==> src/rtl/core/deadline_sorted_timer_queue_unit_assert.svh <==
// ---------------------------------------------------------------------------
// Timer queue assertion macros
// Shared concurrent assertion forms for the timer queue modules.
// ---------------------------------------------------------------------------
`ifndef DEADLINE_SORTED_TIMER_QUEUE_UNIT_ASSERT_SVH
`define DEADLINE_SORTED_TIMER_QUEUE_UNIT_ASSERT_SVH

// Same-cycle implication, disabled during reset
`define DSTQ_ASSERT_IMP(name, clk, rst_n, ante, cons, msg) \
    name: assert property (@(posedge clk) disable iff (!rst_n) (ante) |-> (cons)) \
        else $error(msg);

// Next-cycle implication, disabled during reset
`define DSTQ_ASSERT_NXT(name, clk, rst_n, ante, cons, msg) \
    name: assert property (@(posedge clk) disable iff (!rst_n) (ante) |=> (cons)) \
        else $error(msg);

`endif

==> src/rtl/core/dstq_pkg.sv <==
// ---------------------------------------------------------------------------
// Timer queue package
// Sizes, codes and the command/status bundles shared by the queue modules.
// ---------------------------------------------------------------------------
package dstq_pkg;

    localparam int DEPTH     = 16;
    localparam int TIME_BITS = 32;
    localparam int MAX_OUT   = 16;

    localparam int KIND_W = 2;
    localparam int ID_W   = 8;
    localparam int PER_W  = 31;
    localparam int RES_W  = 3;

    localparam int CNT_W  = $clog2(DEPTH + 1);
    localparam int IDX_W  = $clog2(DEPTH);
    localparam int FCNT_W = $clog2(MAX_OUT + 1);
    localparam int FB_W   = $clog2(MAX_OUT);

    localparam int IN_TDATA_W  = ((ID_W + PER_W + 1 + 7) / 8) * 8;
    localparam int IN_PAD_W    = IN_TDATA_W - (ID_W + PER_W + 1);
    localparam int OUT_TDATA_W = ((RES_W + ID_W + 7) / 8) * 8;
    localparam int OUT_PAD_W   = OUT_TDATA_W - (RES_W + ID_W);

    typedef enum logic [KIND_W-1:0] {
        KIND_SCHED  = 2'd0,
        KIND_CANCEL = 2'd1,
        KIND_TICK   = 2'd2,
        KIND_SHUT   = 2'd3
    } kind_t;

    typedef enum logic [RES_W-1:0] {
        RES_ACCEPTED  = 3'd0,
        RES_REJECTED  = 3'd1,
        RES_CANCELLED = 3'd2,
        RES_FIRED     = 3'd3,
        RES_FLUSHED   = 3'd4,
        RES_NONE      = 3'd5
    } res_t;

    typedef enum logic [1:0] {
        ID_PEND = 2'd0,
        ID_HEAD = 2'd1,
        ID_FBUF = 2'd2,
        ID_ZERO = 2'd3
    } id_sel_t;

    typedef struct packed {
        logic [TIME_BITS-1:0] dl;
        logic [ID_W-1:0]      id;
        logic [PER_W-1:0]     per;
        logic                 rep;
    } entry_t;

    typedef struct packed {
        logic [ID_W-1:0]  id;
        logic [PER_W-1:0] per;
        logic             rep;
    } fire_t;

    typedef struct packed {
        logic    load_in;
        logic    idx_inc;
        logic    insert;
        logic    remove_idx;
        logic    pop_head;
        logic    fbuf_load;
        logic    time_inc;
        logic    stop_run;
        logic    emit;
        res_t    res;
        id_sel_t id_sel;
        logic    last;
    } cmd_t;

    typedef struct packed {
        kind_t kind;
        logic  running;
        logic  full;
        logic  empty;
        logic  stop_ins;
        logic  scan_end;
        logic  hit;
        logic  head_due;
        logic  fcnt_zero;
        logic  fb_rep;
        logic  fb_last;
        logic  fbuf_done;
        logic  flush_last;
        logic  out_free;
    } sts_t;

    // a strictly earlier than b, by wrapping signed difference
    function automatic logic earlier(input logic [TIME_BITS-1:0] a,
                                     input logic [TIME_BITS-1:0] b);
        logic [TIME_BITS-1:0] diff;
        diff = a - b;
        return diff[TIME_BITS-1];
    endfunction

endpackage

==> src/rtl/core/dstq_datapath.sv <==
// ---------------------------------------------------------------------------
// Timer queue datapath
// Sorted entry registers, time counter, fire buffer and result register.
// ---------------------------------------------------------------------------
module dstq_datapath (
    input  logic                              clk,
    input  logic                              rst_n,
    input  dstq_pkg::cmd_t                    cmd,
    output dstq_pkg::sts_t                    sts,
    input  logic [dstq_pkg::KIND_W-1:0]       in_kind,
    input  logic [dstq_pkg::ID_W-1:0]         in_task_id,
    input  logic [dstq_pkg::PER_W-1:0]        in_delay,
    input  logic                              in_periodic,
    output logic                              out_valid,
    input  logic                              out_ready,
    output logic [dstq_pkg::OUT_TDATA_W-1:0]  out_data,
    output logic                              out_last
);

    dstq_pkg::entry_t ent_reg [dstq_pkg::DEPTH];
    dstq_pkg::entry_t up_ent  [dstq_pkg::DEPTH];
    dstq_pkg::entry_t dn_ent  [dstq_pkg::DEPTH];
    dstq_pkg::fire_t  fb_reg  [dstq_pkg::MAX_OUT];

    dstq_pkg::entry_t pend_reg;
    dstq_pkg::kind_t  kind_reg;
    dstq_pkg::entry_t scan_ent;
    dstq_pkg::fire_t  fb_cur;

    logic [dstq_pkg::CNT_W-1:0]     count_reg;
    logic [dstq_pkg::CNT_W-1:0]     idx_reg;
    logic [dstq_pkg::FCNT_W-1:0]    fcnt_reg;
    logic [dstq_pkg::FCNT_W-1:0]    fptr_reg;
    logic [dstq_pkg::TIME_BITS-1:0] time_reg;
    logic                           running_reg;

    logic                           out_valid_reg;
    dstq_pkg::res_t                 out_res_reg;
    logic [dstq_pkg::ID_W-1:0]      out_id_reg;
    logic                           out_last_reg;
    logic [dstq_pkg::ID_W-1:0]      emit_id;

    // Neighbor views for insert (shift up) and removal (shift down)
    for (genvar g = 0; g < dstq_pkg::DEPTH; g++) begin : g_nbr
        if (g == 0) begin : g_first
            assign up_ent[g] = pend_reg;
        end
        else begin : g_rest
            assign up_ent[g] = ent_reg[g-1];
        end
        if (g == dstq_pkg::DEPTH - 1) begin : g_top
            assign dn_ent[g] = ent_reg[g];
        end
        else begin : g_low
            assign dn_ent[g] = ent_reg[g+1];
        end
    end

    assign scan_ent = ent_reg[idx_reg[dstq_pkg::IDX_W-1:0]];
    assign fb_cur   = fb_reg[fptr_reg[dstq_pkg::FB_W-1:0]];

    // Shift entries: insert at scan index, remove at scan index, pop head
    always_ff @(posedge clk)
    begin
        for (int j = 0; j < dstq_pkg::DEPTH; j++)
        begin
            if (cmd.insert)
            begin
                if (dstq_pkg::CNT_W'(j) == idx_reg)
                    ent_reg[j] <= pend_reg;
                else if (dstq_pkg::CNT_W'(j) > idx_reg)
                    ent_reg[j] <= up_ent[j];
            end
            else if (cmd.remove_idx)
            begin
                if (dstq_pkg::CNT_W'(j) >= idx_reg)
                    ent_reg[j] <= dn_ent[j];
            end
            else if (cmd.pop_head)
            begin
                ent_reg[j] <= dn_ent[j];
            end
        end
    end

    // Capture popped head into the fire buffer
    always_ff @(posedge clk)
    begin
        if (cmd.pop_head)
            fb_reg[fcnt_reg[dstq_pkg::FB_W-1:0]] <= '{id:  ent_reg[0].id,
                                                       per: ent_reg[0].per,
                                                       rep: ent_reg[0].rep};
    end

    // Pending entry and latched kind
    always_ff @(posedge clk)
    begin
        if (cmd.load_in)
        begin
            kind_reg     <= dstq_pkg::kind_t'(in_kind);
            pend_reg.dl  <= time_reg + dstq_pkg::TIME_BITS'(in_delay);
            pend_reg.id  <= in_task_id;
            pend_reg.per <= in_delay;
            pend_reg.rep <= in_periodic;
        end
        else if (cmd.fbuf_load)
        begin
            pend_reg.dl  <= time_reg + dstq_pkg::TIME_BITS'(fb_cur.per);
            pend_reg.id  <= fb_cur.id;
            pend_reg.per <= fb_cur.per;
            pend_reg.rep <= 1'b1;
        end
    end

    // Control counters, time and run flag
    always_ff @(posedge clk or negedge rst_n)
    begin
        if (!rst_n)
        begin
            count_reg   <= '0;
            idx_reg     <= '0;
            fcnt_reg    <= '0;
            fptr_reg    <= '0;
            time_reg    <= '0;
            running_reg <= 1'b1;
        end
        else
        begin
            if (cmd.insert)
                count_reg <= count_reg + 1'b1;
            else if (cmd.remove_idx || cmd.pop_head)
                count_reg <= count_reg - 1'b1;

            if (cmd.load_in || cmd.fbuf_load)
                idx_reg <= '0;
            else if (cmd.idx_inc)
                idx_reg <= idx_reg + 1'b1;

            if (cmd.load_in)
                fcnt_reg <= '0;
            else if (cmd.pop_head)
                fcnt_reg <= fcnt_reg + 1'b1;

            if (cmd.load_in)
                fptr_reg <= '0;
            else if (cmd.fbuf_load)
                fptr_reg <= fptr_reg + 1'b1;

            if (cmd.time_inc)
                time_reg <= time_reg + 1'b1;

            if (cmd.stop_run)
                running_reg <= 1'b0;
        end
    end

    // Select the id carried by a result
    always_comb
    begin
        unique case (cmd.id_sel)
            dstq_pkg::ID_PEND: emit_id = pend_reg.id;
            dstq_pkg::ID_HEAD: emit_id = ent_reg[0].id;
            dstq_pkg::ID_FBUF: emit_id = fb_cur.id;
            dstq_pkg::ID_ZERO: emit_id = '0;
            default:           emit_id = '0;
        endcase
    end

    // Result register
    always_ff @(posedge clk or negedge rst_n)
    begin
        if (!rst_n)
            out_valid_reg <= 1'b0;
        else if (cmd.emit)
            out_valid_reg <= 1'b1;
        else if (out_ready)
            out_valid_reg <= 1'b0;
    end

    always_ff @(posedge clk)
    begin
        if (cmd.emit)
        begin
            out_res_reg  <= cmd.res;
            out_id_reg   <= emit_id;
            out_last_reg <= cmd.last;
        end
    end

    assign out_valid = out_valid_reg;
    assign out_data  = {{dstq_pkg::OUT_PAD_W{1'b0}}, out_id_reg, out_res_reg};
    assign out_last  = out_last_reg;

    // Status toward the controller
    always_comb
    begin
        sts.kind       = kind_reg;
        sts.running    = running_reg;
        sts.full       = (count_reg == dstq_pkg::CNT_W'(dstq_pkg::DEPTH));
        sts.empty      = (count_reg == '0);
        sts.stop_ins   = (idx_reg == count_reg) || dstq_pkg::earlier(pend_reg.dl, scan_ent.dl);
        sts.scan_end   = (idx_reg >= count_reg);
        sts.hit        = (scan_ent.id == pend_reg.id);
        sts.head_due   = (count_reg != '0)
                       && !dstq_pkg::earlier(time_reg, ent_reg[0].dl)
                       && (fcnt_reg != dstq_pkg::FCNT_W'(dstq_pkg::MAX_OUT));
        sts.fcnt_zero  = (fcnt_reg == '0);
        sts.fb_rep     = fb_cur.rep;
        sts.fb_last    = ((fptr_reg + 1'b1) == fcnt_reg);
        sts.fbuf_done  = (fptr_reg == fcnt_reg);
        sts.flush_last = (count_reg == dstq_pkg::CNT_W'(1))
                       || ((fcnt_reg + 1'b1) == dstq_pkg::FCNT_W'(dstq_pkg::MAX_OUT));
        sts.out_free   = !out_valid_reg || out_ready;
    end

`include "deadline_sorted_timer_queue_unit_assert.svh"

    `DSTQ_ASSERT_IMP(a_count_bound, clk, rst_n, 1'b1, count_reg <= dstq_pkg::CNT_W'(dstq_pkg::DEPTH), "entry count beyond depth")
    `DSTQ_ASSERT_IMP(a_insert_room, clk, rst_n, cmd.insert, count_reg < dstq_pkg::CNT_W'(dstq_pkg::DEPTH), "insert into a full queue")
    `DSTQ_ASSERT_IMP(a_fptr_bound, clk, rst_n, 1'b1, fptr_reg <= fcnt_reg, "fire buffer read passed write")
    `DSTQ_ASSERT_NXT(a_time_step, clk, rst_n, cmd.time_inc, time_reg == $past(time_reg) + 1'b1, "time did not advance by one")

endmodule

==> src/rtl/core/dstq_ctrl.sv <==
// ---------------------------------------------------------------------------
// Timer queue controller
// Sequences schedule, cancel, tick and shutdown over the datapath.
// ---------------------------------------------------------------------------
module dstq_ctrl (
    input  logic           clk,
    input  logic           rst_n,
    input  logic           in_valid,
    output logic           in_ready,
    input  dstq_pkg::sts_t sts,
    output dstq_pkg::cmd_t cmd
);

    typedef enum logic [8:0] {
        S_IDLE       = 9'b000000001,
        S_DECODE     = 9'b000000010,
        S_INS_SCAN   = 9'b000000100,
        S_CAN_SCAN   = 9'b000001000,
        S_TICK_POP   = 9'b000010000,
        S_FIRE_EMIT  = 9'b000100000,
        S_REARM_SCAN = 9'b001000000,
        S_FLUSH      = 9'b010000000,
        S_EMIT       = 9'b100000000
    } state_t;

    state_t            state_reg, state_next;
    dstq_pkg::res_t    res_reg, res_next;
    dstq_pkg::id_sel_t sel_reg, sel_next;

    assign in_ready = (state_reg == S_IDLE);

    // Next state and datapath commands
    always_comb
    begin
        state_next = state_reg;
        res_next   = res_reg;
        sel_next   = sel_reg;
        cmd        = '0;

        unique case (state_reg)
            S_IDLE:
            begin
                if (in_valid)
                begin
                    cmd.load_in = 1'b1;
                    state_next  = S_DECODE;
                end
            end
            S_DECODE:
            begin
                unique case (sts.kind)
                    dstq_pkg::KIND_SCHED:
                    begin
                        if (!sts.running || sts.full)
                        begin
                            res_next   = dstq_pkg::RES_REJECTED;
                            sel_next   = dstq_pkg::ID_PEND;
                            state_next = S_EMIT;
                        end
                        else
                        begin
                            state_next = S_INS_SCAN;
                        end
                    end
                    dstq_pkg::KIND_CANCEL:
                    begin
                        state_next = S_CAN_SCAN;
                    end
                    dstq_pkg::KIND_TICK:
                    begin
                        cmd.time_inc = 1'b1;
                        if (!sts.running)
                        begin
                            res_next   = dstq_pkg::RES_NONE;
                            sel_next   = dstq_pkg::ID_ZERO;
                            state_next = S_EMIT;
                        end
                        else
                        begin
                            state_next = S_TICK_POP;
                        end
                    end
                    dstq_pkg::KIND_SHUT:
                    begin
                        cmd.stop_run = 1'b1;
                        if (sts.empty)
                        begin
                            res_next   = dstq_pkg::RES_NONE;
                            sel_next   = dstq_pkg::ID_ZERO;
                            state_next = S_EMIT;
                        end
                        else
                        begin
                            state_next = S_FLUSH;
                        end
                    end
                    default:
                    begin
                        state_next = S_IDLE;
                    end
                endcase
            end
            S_INS_SCAN:
            begin
                priority if (sts.stop_ins)
                begin
                    cmd.insert = 1'b1;
                    res_next   = dstq_pkg::RES_ACCEPTED;
                    sel_next   = dstq_pkg::ID_PEND;
                    state_next = S_EMIT;
                end
                else
                begin
                    cmd.idx_inc = 1'b1;
                end
            end
            S_CAN_SCAN:
            begin
                priority if (sts.scan_end)
                begin
                    res_next   = dstq_pkg::RES_CANCELLED;
                    sel_next   = dstq_pkg::ID_PEND;
                    state_next = S_EMIT;
                end
                else if (sts.hit)
                begin
                    cmd.remove_idx = 1'b1;
                end
                else
                begin
                    cmd.idx_inc = 1'b1;
                end
            end
            S_TICK_POP:
            begin
                priority if (sts.head_due)
                begin
                    cmd.pop_head = 1'b1;
                end
                else if (sts.fcnt_zero)
                begin
                    res_next   = dstq_pkg::RES_NONE;
                    sel_next   = dstq_pkg::ID_ZERO;
                    state_next = S_EMIT;
                end
                else
                begin
                    state_next = S_FIRE_EMIT;
                end
            end
            S_FIRE_EMIT:
            begin
                if (sts.out_free)
                begin
                    cmd.emit      = 1'b1;
                    cmd.res       = dstq_pkg::RES_FIRED;
                    cmd.id_sel    = dstq_pkg::ID_FBUF;
                    cmd.last      = sts.fb_last;
                    cmd.fbuf_load = 1'b1;
                    if (sts.fb_rep)
                        state_next = S_REARM_SCAN;
                    else if (sts.fb_last)
                        state_next = S_IDLE;
                end
            end
            S_REARM_SCAN:
            begin
                priority if (sts.stop_ins)
                begin
                    cmd.insert = 1'b1;
                    state_next = sts.fbuf_done ? S_IDLE : S_FIRE_EMIT;
                end
                else
                begin
                    cmd.idx_inc = 1'b1;
                end
            end
            S_FLUSH:
            begin
                if (sts.out_free)
                begin
                    cmd.emit     = 1'b1;
                    cmd.res      = dstq_pkg::RES_FLUSHED;
                    cmd.id_sel   = dstq_pkg::ID_HEAD;
                    cmd.last     = sts.flush_last;
                    cmd.pop_head = 1'b1;
                    if (sts.flush_last)
                        state_next = S_IDLE;
                end
            end
            S_EMIT:
            begin
                if (sts.out_free)
                begin
                    cmd.emit   = 1'b1;
                    cmd.res    = res_reg;
                    cmd.id_sel = sel_reg;
                    cmd.last   = 1'b1;
                    state_next = S_IDLE;
                end
            end
            default:
            begin
                state_next = S_IDLE;
            end
        endcase
    end

    // State, held result code and held id select
    always_ff @(posedge clk or negedge rst_n)
    begin
        if (!rst_n)
        begin
            state_reg <= S_IDLE;
            res_reg   <= dstq_pkg::RES_NONE;
            sel_reg   <= dstq_pkg::ID_ZERO;
        end
        else
        begin
            state_reg <= state_next;
            res_reg   <= res_next;
            sel_reg   <= sel_next;
        end
    end

`include "deadline_sorted_timer_queue_unit_assert.svh"

    `DSTQ_ASSERT_IMP(a_emit_free, clk, rst_n, cmd.emit, sts.out_free, "result written over a waiting word")
    `DSTQ_ASSERT_NXT(a_idle_hold, clk, rst_n, (state_reg == S_IDLE) && !in_valid, state_reg == S_IDLE, "left idle without a word")
    `DSTQ_ASSERT_IMP(a_state_onehot, clk, rst_n, 1'b1, $onehot(state_reg), "state not one-hot")

endmodule

==> src/rtl/core/deadline_sorted_timer_queue_unit.sv <==
// Sequence: a rejected schedule goes from decode straight to its result; schedule and cancel
// scan the entries first (one entry scanned per cycle). Tick: decode, pop each due entry into
// the fire buffer, then one fired result per entry, with an insert scan for each that re-arms.
// Shutdown: one flushed result per entry, or a single none result when empty; output stalls hold results.
// Input: one word in flight; the next is taken only after the last result of the previous one.
// Reset: empty queue, time zero, queue running; entry storage is not cleared.
// ---------------------------------------------------------------------------
// Deadline-sorted timer queue
// Timer list sorted by wrapping deadline with schedule, cancel, tick, flush.
// ---------------------------------------------------------------------------
module deadline_sorted_timer_queue_unit (
    input  logic                                clk,
    input  logic                                rst_n,
    input  logic                                s_axis_tvalid,
    output logic                                s_axis_tready,
    // task_id [7:0], delay [38:8], periodic [39]
    input  logic [dstq_pkg::IN_TDATA_W-1:0]     s_axis_tdata,
    // kind [1:0]
    input  logic [dstq_pkg::KIND_W-1:0]         s_axis_tuser,
    output logic                                m_axis_tvalid,
    input  logic                                m_axis_tready,
    // event_res [2:0], fired_id [10:3], zero pad above
    output logic [dstq_pkg::OUT_TDATA_W-1:0]    m_axis_tdata,
    output logic                                m_axis_tlast
);

    dstq_pkg::cmd_t cmd;
    dstq_pkg::sts_t sts;

    logic [dstq_pkg::ID_W-1:0]  in_task_id;
    logic [dstq_pkg::PER_W-1:0] in_delay;
    logic                       in_periodic;

    // Unpack the input word
    assign in_task_id  = s_axis_tdata[dstq_pkg::ID_W-1:0];
    assign in_delay    = s_axis_tdata[dstq_pkg::ID_W +: dstq_pkg::PER_W];
    assign in_periodic = s_axis_tdata[dstq_pkg::ID_W + dstq_pkg::PER_W];

    dstq_ctrl u_ctrl (
        .clk      (clk),
        .rst_n    (rst_n),
        .in_valid (s_axis_tvalid),
        .in_ready (s_axis_tready),
        .sts      (sts),
        .cmd      (cmd)
    );

    dstq_datapath u_datapath (
        .clk         (clk),
        .rst_n       (rst_n),
        .cmd         (cmd),
        .sts         (sts),
        .in_kind     (s_axis_tuser),
        .in_task_id  (in_task_id),
        .in_delay    (in_delay),
        .in_periodic (in_periodic),
        .out_valid   (m_axis_tvalid),
        .out_ready   (m_axis_tready),
        .out_data    (m_axis_tdata),
        .out_last    (m_axis_tlast)
    );

endmodule
==> config.mk <==
export PLATFORM = sky130hd
export DESIGN_NAME = deadline_sorted_timer_queue_unit
export DESIGN_NICKNAME = d
export VERILOG_FILES = /design/src/rtl/core/dstq_pkg.sv /design/src/rtl/core/dstq_datapath.sv /design/src/rtl/core/dstq_ctrl.sv /design/src/rtl/core/deadline_sorted_timer_queue_unit.sv
export VERILOG_INCLUDE_DIRS = /design/src /design/src/rtl/core
export SDC_FILE = /design/constraint.sdc
export NUM_CORES = 2
export LEC_CHECK = 0
export CAP_MARGIN = 20
export CORE_MARGIN = 2
export CORE_UTILIZATION = 40
export CTS_CLUSTER_SIZE = 10
export DETAILED_ROUTE_END_ITERATION = 7
export DONT_BUFFER_PORTS = 1
export PLACE_DENSITY = 0.61
export SLEW_MARGIN = 20
export SYNTH_ARGS = -nofsm -noshare
export SYNTH_HDL_FRONTEND = slang
export SYNTH_SLANG_ARGS = --single-unit
export TNS_END_PERCENT = 10
==> constraint.sdc <==
create_clock -name clk -period 13.9 [get_ports clk]
set_input_delay 1.39 -clock clk [delete_from_list [all_inputs] [get_ports clk]]
set_output_delay 1.39 -clock clk [all_outputs]
set_load 0.01 [all_outputs]
After elaboration in Yosys (flattened, before gate mapping)
Memories as Yosys holds them, arrays and structs flattened. Cells that the tools add are included.

Output and inout bits: 19. Flip-flop bits (word level): 154. Memories: 2. Bits of input ports: 46. Bits in writable memories: 1792.

Memories: u_datapath.ent_reg (words 16, width 72, read ports 17, clocked after Yosys merged registers in 0, wr ports 16, RTL line dstq_datapath.sv:20) `dstq_pkg::entry_t ent_reg [dstq_pkg::DEPTH];`; u_datapath.fb_reg (words 16, width 40, read ports 1, clocked after Yosys merged registers in 0, wr ports 1, RTL line dstq_datapath.sv:23) `dstq_pkg::fire_t fb_reg [dstq_pkg::MAX_OUT];`.

Equal/unequal tests: 53. Add/subtract/negate cells: 10. Bitwise gates (word level): 48. Order comparisons: 33. Mux-type cells: 300. Reductions and logical operators: 26.

Operators with widths (number): $mux W72 (50); $mux W1 (198); $mux W9 (15); $pmux W9 S9 (1); $add A32 B31 Y32 (2); $sub A32 B32 Y32 (2); $or A1 B1 Y1 (48); $eq A4 B5 Y1 const A (8); $ge A4 B5 Y1 const A (8); $gt A4 B5 Y1 const A (8); $mux W5 (8); $pmux W9 S4 (1); $add A32 B1 Y32 const B (1); $pmux W8 S4 (1); $mux W3 (7); $mux W7 (3); $pmux W7 S3 (1); $add A5 B1 Y5 const B (4); $eq A3 B5 Y1 const A (4); $ge A3 B5 Y1 const A (4); $gt A3 B5 Y1 const A (4); $ne A2 B2 Y1 const B (9); $mux W2 (8); $eq A5 B5 Y1 (3); other kinds (45) (72).

Logic depth before layout (Yosys ltp)
An unclocked memory read counts as a cell.

Depth after elaboration: 12. Depth in mapped cells: 22. Mapped depth without buffers: 19.

Cells and area by module
Synthesis repeated with hierarchy kept, for this count alone.

Cells, all modules: 7084. Area total of the unflattened synthesis: 96615.2 um2.

Modules (own cells, without submodules): dstq_datapath (times used 1, sequential area each 57746.6 um2, cells an instance 6943, area each 95482.8 um2); dstq_ctrl (times used 1, sequential area each 330.3 um2, cells an instance 141, area each 1132.3 um2).

Worst setup path after synthesis
Ideal clock, no wire load.

Kind: register to register. From: register u_datapath.idx_reg[1] in the netlist's numbering. To: memory u_datapath.ent_reg[0][0] in the netlist's numbering, enable pin. Period minus slack after synthesis: 11167 ps. Setup time: 602 ps. Cell stages (with the launch flop): 21. Arrival time: 10566 ps. Setup slack: 2733 ps. Cell sequence: dfrtp_1 -> buf_6 -> buf_4 -> buf_4 -> buf_2 -> buf_1 -> buf_1 -> mux4_2 -> mux4_2 -> inv_1 -> ha_1 -> nand4_1 -> or4_1 -> a2111oi_0 -> a2111oi_0 -> a32oi_1 -> mux2i_1 -> a22oi_1 -> clkbuf_1 -> nand2b_1 -> o21ai_0.

RTL lines: start: declaration (RTL line dstq_datapath.sv:31) `logic [dstq_pkg::CNT_W-1:0] idx_reg;`; start signal: assignment (RTL line dstq_datapath.sv:137) `idx_reg <= idx_reg + 1'b1;`; end: declaration (RTL line dstq_datapath.sv:20).

==> metrics.md <==
| Metric | Value |
|---|---|
| Status | complete, no violations |
| Pre-CTS setup slack | 4.63 ns |
| Core ar. | about 250000 sq um |
| Nets | 6373 |
| Postcts setup bufs | 0 |
| GRT overflow | 0 |
| Worst path cell trace | buf_4 -> mux4_2 -> mux4_2 -> inv_1 -> ha_1 -> nand4_1 -> or4_1 -> a2111oi_0 -> a2111oi_0 -> a32oi_1 -> mux2i_2 -> buf_4 -> a22oi_1 -> nand2b_1 -> o21ai_4 -> buf_4 -> buf_4 |
| Ports | 65 |
| Clock latency on the worst-skew pair | between 0.9 and 1 ns |
| WL/cell | 31.3 um |
| Vias in the first global route | between 50000 and 60000 |
| Synth Area in XOR/XNOR | 0.00766 |
| Unrepaired setup endpoints after global routing | no |
| Peak supply drop | around 0.12 mV |
| Maximum clock insertion buffer count | 3 |
| Number of port buffers | 0 |
| CP startpoint kind | register |
| DRT iter0 DRCs | between 5000 and 6000 |
| First-pass GRT wire length | 434 mm |
| Max-capacitance violation count | 0 |
| Synth warn | 0 |
| ANT nets after route | 0 |
| Top post-synthesis cells by count | mux2_2, edfxtp_1, mux4_2, mux2_1, clkbuf_1 |
| Post-Layout Cell Count | between 9000 and 10000 |
| Count of different cell masters after synthesis | around 80 |
| Chip width | around 510 um |
| Most numerous cell in the Yosys netlist | mux2_2 |
| Register area share after synthesis | 0.577 |
| Vias | 58000 |
| Max reg flops | 1152 |
| Synth-to-layout area growth | 10.2% |
| Cts repair resizes | 0 |
| Final hold viol count | 0 |
| P per Cell Area | ~140 nW/um^2 |
| Final wirelength | just over 300 mm |
| GR Util All Layers | 0.232 |
| Post-detail-place hpwl | ~180 mm |
| Clk pin slew, worst setup/hold paths | 0.07 ns |
| # H-tree levels | 4 |
| Req. time, crit path | ~14 ns |
| Starting Density | 0.402 |
| Setup TNS | 0 ns |
| Worst slew pin tran | approximately 1.2 ns |
| Total clock sinks | around 2000 |
| EDFF count, synth | around 1900 |
| Root Driver | clkbuf_16 |
| CP dominant cell by count | buf_4 |
| Leak | 35.9 nW |
| Fill cells | 21800 |
| Simple-gate share of the synthesized area | 0.0249 |
| Most used DFF post-synth | edfxtp_1 |
| DIE HEIGHT | about 510 um |
| Slowest stage delay, CP | 0.97 ns |
| CTS tree | done |
| Core Rows | roughly 180 |
| Mux cell area share after synthesis | 0.321 |
| Antenna violations before repair | 9 |
| DR DRC count | 0 |
| Post-layout util | 0.442 |
| Synth Instances | 6283 |
| Synth top area share | 0.560 |
| Layout cells sized above 1 | 0.434 |
| Fin crit period | around 9.5 ns |
| WHS | 0.191 ns |
| Setup-failing EPs final | 0 |
| Worst Setup End Kind | register |
| Max transition margin | 0.182 |
| Complex-gate fraction of the synthesized area | 0.0312 |
| Period utilization | 0.683 |
| Tightest Hold Check Type | in2async |
| Pin count of the biggest net entering global routing | 73 |
| WL met3 | between 15 and 20 mm |
| Setup ws final | around 4.4 ns |
| Slew Limit Fails | 0 |
| FFs w/ async S/R, synth | 0.0344 |
| DR pass1 iterations | 5 |
| Hold-fix buffers at CTS | 0 |
| Top layer reached by signal wires | met5 |
| Main combinational cell family by area after synthesis | multiplexers |
| CP max stage cell | a2111oi_0 |
| Critical Path Fanout Max | 59 |
| Synth area leader | edfxtp_1 |
| Clk_skew | slightly above 0.08 ns |
| GPL Wtd Cong | around 0.85 |
| Placed cells | 9343 |
| #FFs+latches synth | between 1500 and 2000 |
| Wl on met1 | roughly 130 mm |
| Die area | between 200000 and 300000 sq um |
| Met2 WL | between 100 and 150 mm |
| Syn Std Cell Area | just over 100000 sq um |
| Drt via density | between 5 and 6 |
| Max Clk Rate | roughly 110 MHz |
| Synth area leaders | edfxtp_1, mux2_2, mux4_2 |
| WP data arrival | between 10 and 15 ns |
| Synth Area per Inst | 16.0 sq um |
| Setup Crit Path Kind | reg2reg |
| CTS Buf Count | 220 |
| Adder-Cell Fraction of Synth Area | 0.0136 |
## final timing paths
check | start | end | slack (ns) | depth (start not counted)
worst max-delay path | u_datapath.idx_reg[2] | u_datapath.ent_reg[5][36] | 4.40 | 17
worst min-delay path | rst_n | u_datapath.idx_reg[2] | 0.19 | 0
worst max register to register | u_datapath.idx_reg[2] | u_datapath.ent_reg[5][36] | 4.40 | 17
worst min register to register | u_datapath.running_reg | u_datapath.running_reg | 0.51 | 1
max in group asynchronous | rst_n | u_ctrl.res_reg[0] | 13.44 | 0
min in group clk | u_datapath.running_reg | u_datapath.running_reg | 0.51 | 1
## logic make-up (layout without fill, tap and decap cells)
family / Yosys count / count (layout)
buffers and inverters: 548 / 598
adder cells (fa/ha/maj): 109 / 109
XOR/XNOR: 88 / 88
AO/OA/AOI/OAI: 468 / 468
other: 1 / 14
flip-flops: 1945 / 1945
AND/OR/NAND/NOR: 493 / 493
multiplexers: 2631 / 2631
## final cells by class
class,count,area [sq um],share of cell area
Multi-Input combinational cell,3794,40600,0.366
Sequential cell,1945,58100,0.524
Timing Repair Buffer,162,1260,0.0114
Tap cell,3348,4190,0.0378
Antenna cell,9,22.5,0.000203
Clock inverter,31,553,0.00499
Inverter,95,358,0.00323
Clock buffer,310,5850,0.0528
## through the flow
| stage | total power [W] | cell area (sq um) |
|---|---|---|
| final | 0.0156 | 111000 |
| after global placement | 0.0102 | 104000 |
| after floorplan | 0.00943 | 101000 |
| after global routing | 0.0161 | 111000 |
| after CTS | 0.0156 | 111000 |
| after detailed placement | 0.0103 | 104000 |
## worst max-delay path, delay by kind of cell (launching register included)
kind	cells	cell delay, ns
adders and majority gates	1	0.15
buffers and inverters	5	2.52
muxes	3	1.23
AOI/OAI and AO/OA	5	2.83
and+or+nand+nor	3	1.36
DFF	1	0.82
## layout by cell type (no fill, tap or decap), types with 23 or more instances in the layout
master,n
o21ai_0,108
inv_1,91
mux2_2,1994
mux2i_1,153
xnor2_1,57
dfrtp_1,55
nand3_1,39
nand2b_1,23
nand2_1,172
clkbuf_16,220
clkbuf_1,89
mux2_1,228
ha_1,108
a21oi_1,99
nor2_1,87
buf_4,158
edfxtp_1,1878
o221ai_1,63
nor3_1,32
mux4_2,254
xor2_1,31
## power by group
part / total, W / internal (W) / leakage, nW / switching, W
clock: 0.00538 / 0.00297 / 3.05 / 0.00242
combinational: 0.00283 / 0.00153 / 15.1 / 0.00130
sequential: 0.00738 / 0.00697 / 17.8 / 0.000409
## layer usage
| metal | vias up | global-route usage |
|---|---|---|
| met5 | - | 0 |
| met4 | 4 | 0.0612 |
| met3 | 437 | 0.0376 |
| met2 | 2124 | 0.388 |
| met1 | 30700 | 0.313 |
| li1 | 24700 | - |
Power figures use the tool's default switching activity.
